$ cat src/hdl/tfrgba_pkg.sv
// shared types, format codes and channel widening functions for the texel unpacker
package tfrgba_pkg;

  typedef enum logic [3:0] {
    FMT_ARGB8888 = 4'd0,
    FMT_XRGB8888 = 4'd1,
    FMT_RGB888   = 4'd2,
    FMT_RGB565   = 4'd3,
    FMT_ARGB1555 = 4'd4,
    FMT_ARGB4444 = 4'd5,
    FMT_A8       = 4'd6,
    FMT_L8       = 4'd7,
    FMT_A8L8     = 4'd8,
    FMT_A4L4     = 4'd9
  } fmt_t;

  localparam logic [7:0] CHAN_FULL = 8'hFF;

  typedef struct packed {
    logic [7:0] red;
    logic [7:0] green;
    logic [7:0] blue;
    logic [7:0] alpha;
  } rgba_t;

  // bit replication up to 8 bits
  function automatic logic [7:0] widen4(input logic [3:0] v);
    widen4 = {v, v};
  endfunction

  function automatic logic [7:0] widen5(input logic [4:0] v);
    widen5 = {v, v[4:2]};
  endfunction

  function automatic logic [7:0] widen6(input logic [5:0] v);
    widen6 = {v, v[5:4]};
  endfunction

endpackage

$ cat src/hdl/tfrgba_decode.sv
// combinational texel decoder: raw word and format code to rgba8
module tfrgba_decode (
  input  logic [31:0]       pixel_word,
  input  tfrgba_pkg::fmt_t  fmt,
  output tfrgba_pkg::rgba_t rgba
);

  logic [7:0]  b0, b1, b2, b3;
  logic [15:0] w;

  assign b0 = pixel_word[7:0];
  assign b1 = pixel_word[15:8];
  assign b2 = pixel_word[23:16];
  assign b3 = pixel_word[31:24];
  assign w  = pixel_word[15:0];

  always_comb begin
    rgba.red   = tfrgba_pkg::CHAN_FULL;
    rgba.green = tfrgba_pkg::CHAN_FULL;
    rgba.blue  = tfrgba_pkg::CHAN_FULL;
    rgba.alpha = tfrgba_pkg::CHAN_FULL;
    case (fmt)
      tfrgba_pkg::FMT_ARGB8888: begin
        rgba.red   = b2;
        rgba.green = b1;
        rgba.blue  = b0;
        rgba.alpha = b3;
      end
      tfrgba_pkg::FMT_XRGB8888, tfrgba_pkg::FMT_RGB888: begin
        rgba.red   = b2;
        rgba.green = b1;
        rgba.blue  = b0;
      end
      tfrgba_pkg::FMT_RGB565: begin
        rgba.red   = tfrgba_pkg::widen5(w[15:11]);
        rgba.green = tfrgba_pkg::widen6(w[10:5]);
        rgba.blue  = tfrgba_pkg::widen5(w[4:0]);
      end
      tfrgba_pkg::FMT_ARGB1555: begin
        rgba.red   = tfrgba_pkg::widen5(w[14:10]);
        rgba.green = tfrgba_pkg::widen5(w[9:5]);
        rgba.blue  = tfrgba_pkg::widen5(w[4:0]);
        rgba.alpha = {8{w[15]}};
      end
      tfrgba_pkg::FMT_ARGB4444: begin
        rgba.red   = tfrgba_pkg::widen4(w[11:8]);
        rgba.green = tfrgba_pkg::widen4(w[7:4]);
        rgba.blue  = tfrgba_pkg::widen4(w[3:0]);
        rgba.alpha = tfrgba_pkg::widen4(w[15:12]);
      end
      tfrgba_pkg::FMT_A8: begin
        rgba.alpha = b0;
      end
      tfrgba_pkg::FMT_L8: begin
        rgba.red   = b0;
        rgba.green = b0;
        rgba.blue  = b0;
      end
      tfrgba_pkg::FMT_A8L8: begin
        rgba.red   = b0;
        rgba.green = b0;
        rgba.blue  = b0;
        rgba.alpha = b1;
      end
      tfrgba_pkg::FMT_A4L4: begin
        rgba.red   = tfrgba_pkg::widen4(b0[3:0]);
        rgba.green = tfrgba_pkg::widen4(b0[3:0]);
        rgba.blue  = tfrgba_pkg::widen4(b0[3:0]);
        rgba.alpha = tfrgba_pkg::widen4(b0[7:4]);
      end
      default: begin
        // unsupported codes give opaque white
        rgba.red   = tfrgba_pkg::CHAN_FULL;
        rgba.green = tfrgba_pkg::CHAN_FULL;
        rgba.blue  = tfrgba_pkg::CHAN_FULL;
        rgba.alpha = tfrgba_pkg::CHAN_FULL;
      end
    endcase
  end

endmodule

$ cat src/hdl/texel_format_to_rgba8.sv
// top level of the texel unpacker: raw texel words in, rgba8 results out
//
// Unpacks one raw texel (up to four little-endian bytes, byte 0 in bits 7:0)
// into 8-bit red, green, blue and alpha, one result per input transfer. The
// source format comes from cfg_pixel_format, written when cfg_wr_en is high:
// 0 ARGB8888, 1 XRGB8888, 2 RGB888, 3 RGB565, 4 ARGB1555, 5 ARGB4444, 6 A8,
// 7 L8, 8 A8L8, 9 A4L4; codes 10 to 15 give opaque white. Narrow channels
// widen by bit replication and channels that a format lacks read 255. Reset
// selects ARGB8888. Change the format only while no transfer is in flight.
// The datapath is two registers deep: an input register, the decode mux, and
// a result register. An input transfer loads the input register, and the
// decoded result then enters the result register, from which it leaves as a
// result transfer. The block sustains one texel per clock while out_stall is
// low; with both registers full, a stall on the result side backs up into
// in_stall in the same cycle without dropping data.
module texel_format_to_rgba8 (
  input  logic        clk,
  input  logic        rst_n,

  // configuration
  input  logic        cfg_wr_en,
  input  logic [3:0]  cfg_pixel_format,

  // texel input channel
  input  logic        in_valid,
  output logic        in_stall,
  input  logic [31:0] in_pixel_word,

  // result channel
  output logic        out_valid,
  input  logic        out_stall,
  output logic [7:0]  out_red,
  output logic [7:0]  out_green,
  output logic [7:0]  out_blue,
  output logic [7:0]  out_alpha
);

  // format register
  tfrgba_pkg::fmt_t  fmt_r;

  // input stage
  logic              in_vld_r;
  logic [31:0]       word_r;

  // result stage
  logic              out_vld_r;
  tfrgba_pkg::rgba_t rgba_r;
  tfrgba_pkg::rgba_t rgba_nxt;

  logic              out_load;
  logic              in_load;

  // result register takes a new texel when empty or when its result leaves
  assign out_load = !out_vld_r || !out_stall;
  // input register takes a new word when empty or when it moves forward
  assign in_load  = !in_vld_r || out_load;
  assign in_stall = !in_load;

  always_ff @(posedge clk) begin
    if (!rst_n) begin
      fmt_r <= tfrgba_pkg::FMT_ARGB8888;
    end else if (cfg_wr_en) begin
      fmt_r <= tfrgba_pkg::fmt_t'(cfg_pixel_format);
    end
  end

  // input stage control and payload
  always_ff @(posedge clk) begin
    if (!rst_n) begin
      in_vld_r <= 1'b0;
    end else if (in_load) begin
      in_vld_r <= in_valid;
    end
  end

  always_ff @(posedge clk) begin
    if (in_load && in_valid) begin
      word_r <= in_pixel_word;
    end
  end

  // decode between the two registers
  tfrgba_decode u_decode (
    .pixel_word (word_r),
    .fmt        (fmt_r),
    .rgba       (rgba_nxt)
  );

  // result stage control and payload
  always_ff @(posedge clk) begin
    if (!rst_n) begin
      out_vld_r <= 1'b0;
    end else if (out_load) begin
      out_vld_r <= in_vld_r;
    end
  end

  always_ff @(posedge clk) begin
    if (out_load && in_vld_r) begin
      rgba_r <= rgba_nxt;
    end
  end

  assign out_valid = out_vld_r;
  assign out_red   = rgba_r.red;
  assign out_green = rgba_r.green;
  assign out_blue  = rgba_r.blue;
  assign out_alpha = rgba_r.alpha;

endmodule
$ cat config.mk
export PLATFORM = sky130hd
export DESIGN_NAME = texel_format_to_rgba8
export DESIGN_NICKNAME = d
export VERILOG_FILES = /design/src/hdl/tfrgba_pkg.sv /design/src/hdl/tfrgba_decode.sv /design/src/hdl/texel_format_to_rgba8.sv
export SDC_FILE = /design/constraint.sdc
export NUM_CORES = 1
export LEC_CHECK = 0
export BUFFER_PORTS_ARGS = -buffer_cell sky130_fd_sc_hd__buf_4
export CORE_ASPECT_RATIO = 0.5
export CORE_MARGIN = 2
export CORE_UTILIZATION = 43
export DETAILED_ROUTE_END_ITERATION = 7
export PLACE_DENSITY = 0.65
export SETUP_SLACK_MARGIN = 0.15
export SYNTH_ARGS = -nofsm -noshare
export SYNTH_HDL_FRONTEND = slang
export SYNTH_SLANG_ARGS = --single-unit
$ cat constraint.sdc
create_clock -name clk -period 5.9 [get_ports clk]
set_input_delay 0.59 -clock clk [delete_from_list [all_inputs] [get_ports clk]]
set_output_delay 0.59 -clock clk [all_outputs]
set_load 0.05 [all_outputs]
Yosys cells after proc, flatten, opt, wreduce, memory -nomap -nowiden

Cells that the tools add are included.

Bits in registers: 70
Logic and storage cells: 30
Input port bits: 41
Output and inout port bits: 34

Muxes and demuxes: 2
Reductions and logical operators: 11
Equal/unequal tests: 9

Operator list:

| operator             | count |
|---|---|
| $pmux W24 S6         | 1 |
| $pmux W8 S6          | 1 |
| $eq A4 B3 Y1 const B | 4 |
| $eq A4 B2 Y1 const B | 2 |
| $eq A4 B4 Y1 const B | 2 |
| $eq A4 B1 Y1 const B | 1 |
| $logic_not A1 Y1     | 4 |
| $logic_not A4 Y1     | 1 |
| $reduce_or A3 Y1     | 1 |
| $logic_and A1 B1 Y1  | 2 |
| $logic_or A1 B1 Y1   | 2 |
| $reduce_or A2 Y1     | 1 |

Logic depth before layout (Yosys ltp)

Gate-level depths: netlist of the first run.

Depth in word-level cells: 4
Mapped depth: 7
Gate-level depth less buffers: 4

Cells and area by module

A second synthesis of the first run with hierarchy kept.

Cell total of the unflattened synthesis: 310
Area total of the unflattened synthesis: 3641.0 sq um

Modules (own cells, without submodules):

| module                | area each (sq um) | cells each | sequential area each (sq um) | instances |
|---|---|---|---|---|
| texel_format_to_rgba8 | 2162.1            | 85         | 2042.0                       | 1 |
| tfrgba_decode         | 1478.9            | 225        | 0.0                          | 1 |

Least setup slack after synthesis of the first run

Ideal clock, no wire load.

Path kind: in2reg
Start point: input port out_stall
End point: register rgba_r, in the netlist out_alpha[0], enable pin
Library setup time: 0.470 ns
Stages: 1
Arrival: 2.967 ns
Slack: 2.463 ns
Path buffers: 0
Required time: 5.430 ns
Path through: a21boi_0

Word-level cells in the longest chain between the ends: 3

Ends and longest elaborated chain:

| element              | line                         | RTL |
|---|---|---|
| from (decl)          | texel_format_to_rgba8.sv:31  | `input logic out_stall,` |
| $logic_not A1 Y1     | texel_format_to_rgba8.sv:54  | `assign out_load = !out_vld_r \|\| !out_stall;` |
| $logic_or A1 B1 Y1   | texel_format_to_rgba8.sv:54  |  |
| $logic_and A1 B1 Y1  | texel_format_to_rgba8.sv:99  | `if (out_load && in_vld_r) begin` |
| to (signal assigned) | texel_format_to_rgba8.sv:100 | `rgba_r <= rgba_nxt;` |
| to (decl)            | texel_format_to_rgba8.sv:47  | `tfrgba_pkg::rgba_t rgba_r;` |

No other way between the ends.
A chain may end at the register's enable or synchronous reset.

==> results by group, run 1 <==
Drt
  • WL/cell: 21.4 µm
  • Via Count: 2956
  • Initial DRT Pass Iterations: 5
  • DRC: 0
  • Vias per cell: 6.06
  • DRT iter0 DRCs: 356
  • Routed Antenna Nets: 0
  • WL final: 10400 µm

Setup path
  • CP peak stage delay: 810 ps
  • CP Class: register to register
  • Critical path startpoint: fmt_r[0]$_SDFFE_PN0P_
  • CP Data Required Time: 6070 ps
  • Critical path's slowest cell: nor2_1
  • Critical R2R Launch: fmt_r[0]$_SDFFE_PN0P_
  • Worst endpoint data arrival time: 2430 ps
  • Critical path endpoint category: register
  • CP Launch Type: register
  • Crit-path cells: buf_4 -> nand2b_1 -> nor2_1 -> a22oi_1 -> o211ai_1
  • Crit path max fanout: 39
  • FF-to-FF setup slack: 3630 ps

GRT
  • Total GRT Usage: 23.9%
  • Largest net degree at the start of global routing: 41
  • Initial antenna violation count: 0
  • First-pass GRT wire length: 15900 µm
  • Vias in the first global route: 2780
  • Gr ovfl total: 0

Layout
  • Fin cells: 488
  • Antenna Cells: 0
  • Finished Core Util: 55.2%
  • Area delta synth->final: 23.7%
  • Layout cells sized above 1: 27.9%
  • Fin nets: 412

Die
  • Row cnt: 23
  • Core Area: 8060 µm²
  • Starting Density: 44.6%
  • Die height: 68.7 µm
  • IO Count: 75
  • Die width: 133 µm
  • Die area: 9160 µm²

Clock tree
  • Clock Latency Late Sink: 330 ps
  • Clk root buf: clkbuf_16
  • CTS Buffer Depth: 2
  • CTS tree: built
  • CTS Hold Bufs: 0
  • H-tree lvl count: 3
  • TritonCTS Sinks: 70
  • Reg clk slew, reported paths: 60 ps
  • Post-CTS sizing: 0
  • Post-CTS setup buffer count: 0
  • Num CTS Buffers: 9

Place
  • Placed insts: 472
  • Port bufs: 74
  • Gpl congestion: 0.879
  • DP Worst Slack: 3710 ps
  • HPWL Detailed: 7000 µm

Synthesis
  • Fraction of registers with async set/reset: 0%
  • Seq/Total Area, Yosys: 56.8%
  • Top_reg_cell synth: edfxtp_1
  • Commonest cells in the netlist: 64 x edfxtp_1, 23 x a21oi_1, 17 x nor2_1, 16 x buf_2, 16 x o21ai_0
  • Ys Warns: 0
  • Synth Area per Inst: 11.5 µm²
  • Netlist cell types: 59
  • Yosys top cell area share: 53.4%
  • Post-Syn Nets: 354
  • Post-synthesis register bit count: 70
  • Largest area contributor in the netlist: edfxtp_1
  • Cells after Synth: 313
  • Synthesized area: 3600 µm²
  • Post-synth EDFFs: 64
  • Cell with the most instances after synthesis: edfxtp_1
  • Top cells by area, synth: edfxtp_1 53%, dfxtp_1 3.3%, a21oi_1 3.2%

Pwr
  • Combinational power share: 17.3%
  • Cell Int Power: 0.00100 W
  • Maximum vdd drop: 0.000184 V
  • Switching part of the total: 27.5%
  • Clock Power Share: 38.4%
  • Flop pwr share: 44.3%
  • Power Dens Cells: 310 nW/µm²
  • Net switching power: 0.000379 W
  • LEAKAGE: 1.65 nW
  • Overall power: 0.00138 W

Run
  • Total of max-cap violations: 0

STA
  • Slew Viols, Final: 0
  • Setup tns final: 0 ps
  • Period minus WS final: 2270 ps
  • Period utilization: 38.4%
  • RSZ-0062 raised after global routing: no
  • Worst-margin pin slew: 996 ps
  • Final worst slack: 3630 ps
  • Clk_skew: 6.46 ps
  • Hold Vio Cnt, Final: 0
  • Fmax: 0.441 GHz
  • Number of setup violations in the final report: 0
  • Max-slew headroom: 33.3%

Worst hold path
  • Hold Crit Class: input port to register
  • Hold Startpoint: in_pixel_word[8]

Status
  • Status: finished, final reports clean
power by group through the flow:
stage	logic [W]	registers (W)	clock network, W
2_1_floorplan	0.000118	0.000659	0
3_3_place_gp	0.000235	0.000620	0
3_5_place_dp	0.000236	0.000620	0
4_1_cts	0.000237	0.000610	0.000539
5_1_grt	0.000256	0.000614	0.000562
6_report	0.000239	0.000611	0.000529
metal layers:
metal	up-vias	global-route usage [%]	part of all wire [%]
li1	1347	-	-
met1	1422	33.9	48
met2	172	35.4	42
met3	15	6.80	9.5
met4	0	8.38	1.3
met5	-	0	0
logic make-up (layout without fill, tap and decap cells):
logic type | count (synthesis) | after routing | synth area share (%)
compound gates | 122 | 122 | 24.2
mux | 7 | 7 | 1.95
simple gates | 75 | 75 | 11.2
buf+inv | 39 | 102 | 5.81
flops | 70 | 70 | 56.8
flip-flops by register name, indices dropped and copies added (netlist names):
name	count
in_vld_r	1
out_green	8
out_red	8
fmt_r	4
out_alpha	8
out_valid	1
out_blue	8
word_r	32
cell type report:
class	count	area, µm²
Clock buffer	11	233
Clock inverter	5	58.8
Fill cell	723	3610
Inverter	6	22.5
Multi-Input combinational cell	204	1350
Sequential cell	70	2040
Tap cell	112	140
Timing Repair Buffer	80	601
path summary, 6_finish.rpt:
kind,endpoint,cells after the start
worst max-delay path,out_green[5]$_DFFE_PP_,5
worst min-delay path,word_r[8]$_DFFE_PP_,1
worst max register to register,out_green[5]$_DFFE_PP_,5
worst min register to register,out_valid$_SDFFE_PN0P_,2
cells in the final DEF, fill, tap and decap left out, types with 6 or more instances in the layout:
master and count:
a21oi_1 23, nor2_1 17, edfxtp_1 64, mux2i_1 7, dfxtp_1 6, a22oi_1 15, nand3_1 6, a221o_1 7
o211ai_1 6, a22o_1 9, buf_4 80, nand2b_1 11, nand2_1 13, o221ai_1 8, nor2b_1 8, o21ai_0 16
o22ai_1 6, clkbuf_16 9
worst max-delay path: cells and delay by family, from the launching register on:
kind                   cells  cell delay, ps
AOI/OAI and AO/OA          2             360
buffers and inverters      1             360
DFF                        1             310
and+or+nand+nor            2            1040
stage by stage:
step / cell area [µm²] / hold slack [ps]
final: 4450 / 428
after global routing: 4450 / 414
after CTS: 4450 / 418
after detailed placement: 4160 / 491
after global placement: 4160 / 479
after floorplan: 3600 / 466
(Power assumes the default switching activity.)
==> run 2, diff against run 1 <==
Clock period 5.9 ns to 2.3 ns, I/O delays scaled along.
==> run 2 against run 1 <==
  * Final cell count up 2.0%
  * Register-to-register slack worse by 3300 ps
  * Cell area up 2.5%
  * Clock skew up 1.2 ps
  * Largest power group unchanged
  * Die area unchanged
  * Utilization up 1.4 points
  * Critical endpoint is now out_red[2]$_DFFE_PP_
==> results by group, run 2 (synthesis gave the netlist of run 1 again) <==
Status
  • Status: finished, final reports clean

Clock tree
  • CTS tree: built
  • Clk root buf: clkbuf_16
  • Num CTS Buffers: 9
  • CTS Buffer Depth: 2
  • CTS Hold Bufs: 0
  • Clock Latency Late Sink: 330 ps
  • TritonCTS Sinks: 70
  • Reg clk slew, reported paths: 60 ps
  • H-tree lvl count: 3

Layout
  • Layout cells sized above 1: 30.3%
  • Register area: 2040 µm²
  • Most common cell after layout, fill and taps aside: buf_4
  • Multi-input logic area: 1360 µm²
  • Biggest register: word_r
  • Fin nets: 423
  • FILL cells: 718
  • Finished Core Util: 56.6%
  • Commonest cells after routing, fill and taps aside: 91 x buf_4, 64 x edfxtp_1, 23 x a21oi_1, 16 x nor2_1, 16 x o21ai_0
  • Fin cells: 498
  • Max reg flops: 32
  • Area delta synth->final: 26.8%
  • Antenna Cells: 0

Die
  • IO Count: 75
  • Row cnt: 23
  • Die height: 68.7 µm
  • Die area: 9160 µm²
  • Starting Density: 44.6%
  • Core Area: 8060 µm²
  • Die width: 133 µm

GRT
  • Largest net degree at the start of global routing: 33
  • Gr ovfl total: 0
  • Total GRT Usage: 23.8%
  • Initial antenna violation count: 0
  • Vias in the first global route: 2695
  • First-pass GRT wire length: 15700 µm

Pwr
  • Maximum vdd drop: 0.000447 V
  • LEAKAGE: 1.72 nW
  • Power Dens Cells: 803 nW/µm²

STA
  • RSZ-0062 raised after global routing: no
  • Fmax: 0.512 GHz
  • Worst-margin pin slew: 821 ps
  • Number of setup violations in the final report: 0
  • Final worst slack: 347 ps
  • Period utilization: 84.9%
  • Hold_ws: 68.7 ps
  • Clk_skew: 7.63 ps
  • Period minus WS final: 1950 ps
  • Hold Vio Cnt, Final: 0
  • Setup tns final: 0 ps
  • Slew Viols, Final: 0
  • Max-slew headroom: 45.0%

Setup path
  • CP Launch Type: register
  • CP Class: register to register
  • Crit path max fanout: 23
  • CP Data Required Time: 2380 ps
  • Critical path endpoint category: register
  • Worst endpoint data arrival time: 2030 ps

Place
  • DP Worst Slack: 380 ps
  • Port bufs: 74
  • Placed insts: 483
  • Gpl congestion: 0.936
  • HPWL Detailed: 7620 µm

Drt
  • WL/cell: 21.6 µm
  • Via Count: 3019
  • Routed Antenna Nets: 0
  • WL final: 10700 µm
  • DRC: 0
  • Initial DRT Pass Iterations: 5
  • DRT iter0 DRCs: 396
  • Vias per cell: 6.06

Worst hold path
  • Hold Crit Class: input port to register

Run
  • Total of max-cap violations: 0
==> run 2: final timing paths <==
kind | startpoint | cells past startpoint | endpoint | slack [ps]
setup / recovery | fmt_r[1]$_SDFFE_PN0P_ | 5 | out_red[2]$_DFFE_PP_ | 350
hold / removal | in_pixel_word[27] | 1 | word_r[27]$_DFFE_PP_ | 70
setup reg to reg | fmt_r[1]$_SDFFE_PN0P_ | 5 | out_red[2]$_DFFE_PP_ | 350
hold reg to reg | in_vld_r$_SDFFE_PN0N_ | 2 | out_valid$_SDFFE_PN0P_ | 510
==> run 2: critical path, cell delays in order (launching register included) <==
cell      delay (ps)
dfxtp_1          610
buf_4            350
or3b_2           230
o21ai_0          160
a222oi_1         250
nand2_1           90
==> run 2: routing by layer <==
layer  global-route usage [%]  share of wire, %  vias to the layer above  routed length [µm]
li1                         -                 -                     1366                   -
met1                     34.7                45                     1447                4840
met2                     35.8                44                      191                4700
met3                     5.34                10                       15                1110
met4                     6.65              0.75                        0                  81
met5                        0                 0                        -                   0
==> run 2: power by group <==
group	switching, W	internal, W	total, W
registers	0.0000803	0.00150	0.00158
clock network	0.000514	0.000946	0.00146
logic	0.000384	0.000241	0.000625
==> run 2: cell type report <==
type / count / share of cell area [%]
multi-input combinational: 204 / 29.8
inverter: 6 / 0.494
timing repair buffer: 91 / 15.0
tap: 112 / 3.07
sequential: 70 / 44.8
clock buffer: 10 / 5.02
clock inverter: 5 / 1.84
==> run 2: what timing repair did <==
item                                   in CTS  in global routing
resized for setup                           0                  1
buffers inserted                            0                  0
setup endpoints to repair                   0                  1
endpoints found under the hold margin       0                  0
==> run 2: through the flow <==
step	power (W)	area (µm²)
floorplan	0.00199	3610
global placement	0.00221	4250
detailed placement	0.00222	4250
CTS	0.00368	4560
global route	0.00379	4560
finish	0.00366	4560
==> run 3, diff against run 2 <==
Settings changed: ABC_AREA set to 1, PLACE_DENSITY 0.65 to 0.68.
Clock period 2.3 ns to 1.7 ns, I/O delays scaled along.
==> run 3 against run 2 <==
  * Synthesized area shrank 7.6%
  * Sequential share of layout area shrank 0.25 points
  * Final cell count grew 16%
  * Maximum frequency grew 27%
  * Critical path depth grew 3
  * Critical endpoint is now out_red[3]$_DFFE_PP_
  * Worst hold slack lost 57 ps
  * Global-route usage grew 0.14 points
  * Setup slack lost 190 ps
  * Clock-buffer cell count grew 2
  * Synthesized cell count grew 19%
  * First-iteration DRC count shrank 43%
==> results by group, run 3 <==
Drt
  • Top sig layer: met4
  • Routed length on met3: 864 µm
  • WL final: 9530 µm
  • Via Count: 2931
  • Vias per cell: 5.07
  • DRC: 0
  • Initial DRT Pass Iterations: 5
  • WL/cell: 16.5 µm
  • DRT iter0 DRCs: 225
  • Routed Antenna Nets: 0
  • Metal2 WL: 3700 µm
  • Routed length on met1: 4890 µm

Setup path
  • CP Data Required Time: 1780 ps
  • FF-to-FF setup slack: 160 ps
  • Crit path to: out_red[3]$_DFFE_PP_
  • Worst R2R End: out_red[3]$_DFFE_PP_
  • Worst endpoint data arrival time: 1620 ps
  • R2r worst-path depth: 8
  • Critical path startpoint: fmt_r[2]$_SDFFE_PN0P_
  • CP Launch Type: register
  • Critical R2R Launch: fmt_r[2]$_SDFFE_PN0P_
  • CP Class: register to register
  • Critical path endpoint category: register
  • Crit path max fanout: 16

Layout
  • Finished Core Util: 62.3%
  • Most common cell after layout, fill and taps aside: nand2_1
  • Antenna Cells: 0
  • Layout cells sized above 1: 31.5%
  • Area delta synth->final: 38.7%
  • Commonest cells after routing, fill and taps aside: 134 x nand2_1, 91 x buf_4, 64 x edfxtp_1, 41 x nor2_1, 27 x o21ai_0
  • Fin nets: 518
  • Final instance area: 4610 µm²
  • Biggest register: word_r
  • Max reg flops: 32

Clock tree
  • TritonCTS Sinks: 70
  • CTS tree: built
  • Num CTS Buffers: 9
  • H-tree lvl count: 3
  • Clock Latency Late Sink: 330 ps
  • Clk root buf: clkbuf_16
  • CTS Buffer Depth: 2
  • Reg clk slew, reported paths: 50 ps

Synthesis
  • Fraction of registers with async set/reset: 0%
  • Post-Syn Nets: 413
  • Cell with the most instances after synthesis: nand2_1
  • Post-synthesis register bit count: 70
  • Post-synth EDFFs: 64
  • Cells after Synth: 372
  • Commonest cells in the netlist: 142 x nand2_1, 64 x edfxtp_1, 49 x nor2_1, 28 x o21ai_0, 27 x inv_1
  • Ys Warns: 0
  • Netlist cell types: 18
  • Largest area contributor in the netlist: edfxtp_1
  • Synthesized area: 3320 µm²
  • Top cells by area, synth: edfxtp_1 58%, nand2_1 16%, nor2_1 5.5%
  • Synth Area per Inst: 8.94 µm²
  • Yosys top cell area share: 57.8%
  • Seq/Total Area, Yosys: 61.4%
  • Top_reg_cell synth: edfxtp_1

Pwr
  • Power Dens Cells: 1050 nW/µm²
  • LEAKAGE: 2.11 nW
  • Maximum vdd drop: 0.000650 V

Die
  • Row cnt: 22
  • Starting Density: 44.9%
  • Core Area: 7400 µm²
  • IO Count: 75
  • Die width: 128 µm
  • Die height: 66.2 µm
  • Die area: 8490 µm²

Place
  • Gpl congestion: 0.991
  • Placed inst area: 4130 µm²
  • HPWL Detailed: 7180 µm
  • Port bufs: 74

STA
  • Clk_skew: 2.80 ps
  • Hold Vio Cnt, Final: 0
  • Number of setup violations in the final report: 0
  • Fmax: 0.648 GHz
  • Period utilization: 90.7%
  • Hold_ws: 11.9 ps
  • Setup tns final: 0 ps
  • Max-slew headroom: 72.1%
  • Period minus WS final: 1540 ps
  • RSZ-0062 raised after global routing: no
  • Worst-margin pin slew: 417 ps
  • Slew Viols, Final: 0

Run
  • Total of max-cap violations: 0

GRT
  • Largest net degree at the start of global routing: 33
  • Vias in the first global route: 2703
  • First-pass GRT wire length: 14500 µm
  • Initial antenna violation count: 0
  • Gr ovfl total: 0
  • Total GRT Usage: 23.9%

Worst hold path
  • Hold Crit Class: input port to register

Status
  • Status: finished, final reports clean
==> run 3: cell count changes after synthesis, moves of 10 or more <==
cell	before	now
o21ai_0	16	28
nand2b_1	11	0
inv_1	4	27
nand2_1	13	142
buf_2	16	1
a22oi_1	15	0
a21oi_1	23	13
nor2_1	17	49
nand3_1	6	24
==> run 3: where the power goes <==
| part | total (W) | switching, W | internal [W] |
|---|---|---|---|
| Sequential | 0.00212 | 0.0000752 | 0.00204 |
| Clock | 0.00179 | 0.000659 | 0.00113 |
| Combinational | 0.000933 | 0.000615 | 0.000319 |
| Total | 0.00484 | 0.00135 | 0.00349 |
==> run 3: cell families (layout without fill, tap and decap cells) <==
family	Yosys count	after routing	share of synthesized area (%)
simple gates	229	230	28.5
buf+inv	32	141	3.88
flops	70	70	61.4
compound gates	41	41	6.17
==> run 3: how the worst min path moves through the flow <==
| stage | slack (ps) | from | to | cells after the start |
|---|---|---|---|---|
| after CTS | 5 | in_pixel_word[15] | word_r[15]$_DFFE_PP_ | 1 |
| after floorplan | 270 | in_pixel_word[0] | word_r[0]$_DFFE_PP_ | 0 |
| after global placement | 350 | in_pixel_word[1] | word_r[1]$_DFFE_PP_ | 1 |
| after global routing | 2 | in_pixel_word[1] | word_r[1]$_DFFE_PP_ | 1 |
| after detailed placement | 350 | in_pixel_word[15] | word_r[15]$_DFFE_PP_ | 1 |
| final | 10 | in_pixel_word[28] | word_r[28]$_DFFE_PP_ | 1 |
==> run 3: layout make-up <==
cell class	count	area, µm²
fill	650	2790
sequential	70	2050
multi-input combinational	271	1280
timing repair buffer	96	766
clock buffer	12	236
tap	96	120
inverter	29	113
clock inverter	4	47.5
==> run 3: metrics by stage <==
stage                     total power, W  worst slack [ps]  cells
final                            0.00484               158    578
after global routing             0.00506               143    578
after CTS                        0.00480               129    568
after detailed placement         0.00301               132    552
after global placement           0.00301               159    552
after floorplan                  0.00267              -102    372
==> run 3: worst max-delay path: stages, from the launching register on <==
cell     delay [ps]
dfxtp_4         350
buf_4           140
nand2_1         140
nor2_4           60
buf_12          150
nand2_1          80
nand2_1          70
nor2_2          210
nand2_1          80
==> run 3: repair_timing <==
action	4_1_cts	5_1_grt
setup buffers	0	9
resized for setup	2	32
hold buffers	0	0
pin swaps	1	8
cloned	0	1
endpoints found under the setup margin	8	54
==> run 3: metal layers <==
layer  vias to the layer above  GRT usage (%)
met3                         9           5.02
met5                         -              0
met4                         0           6.46
met1                      1344           38.7
met2                       132           31.6
li1                       1446              -
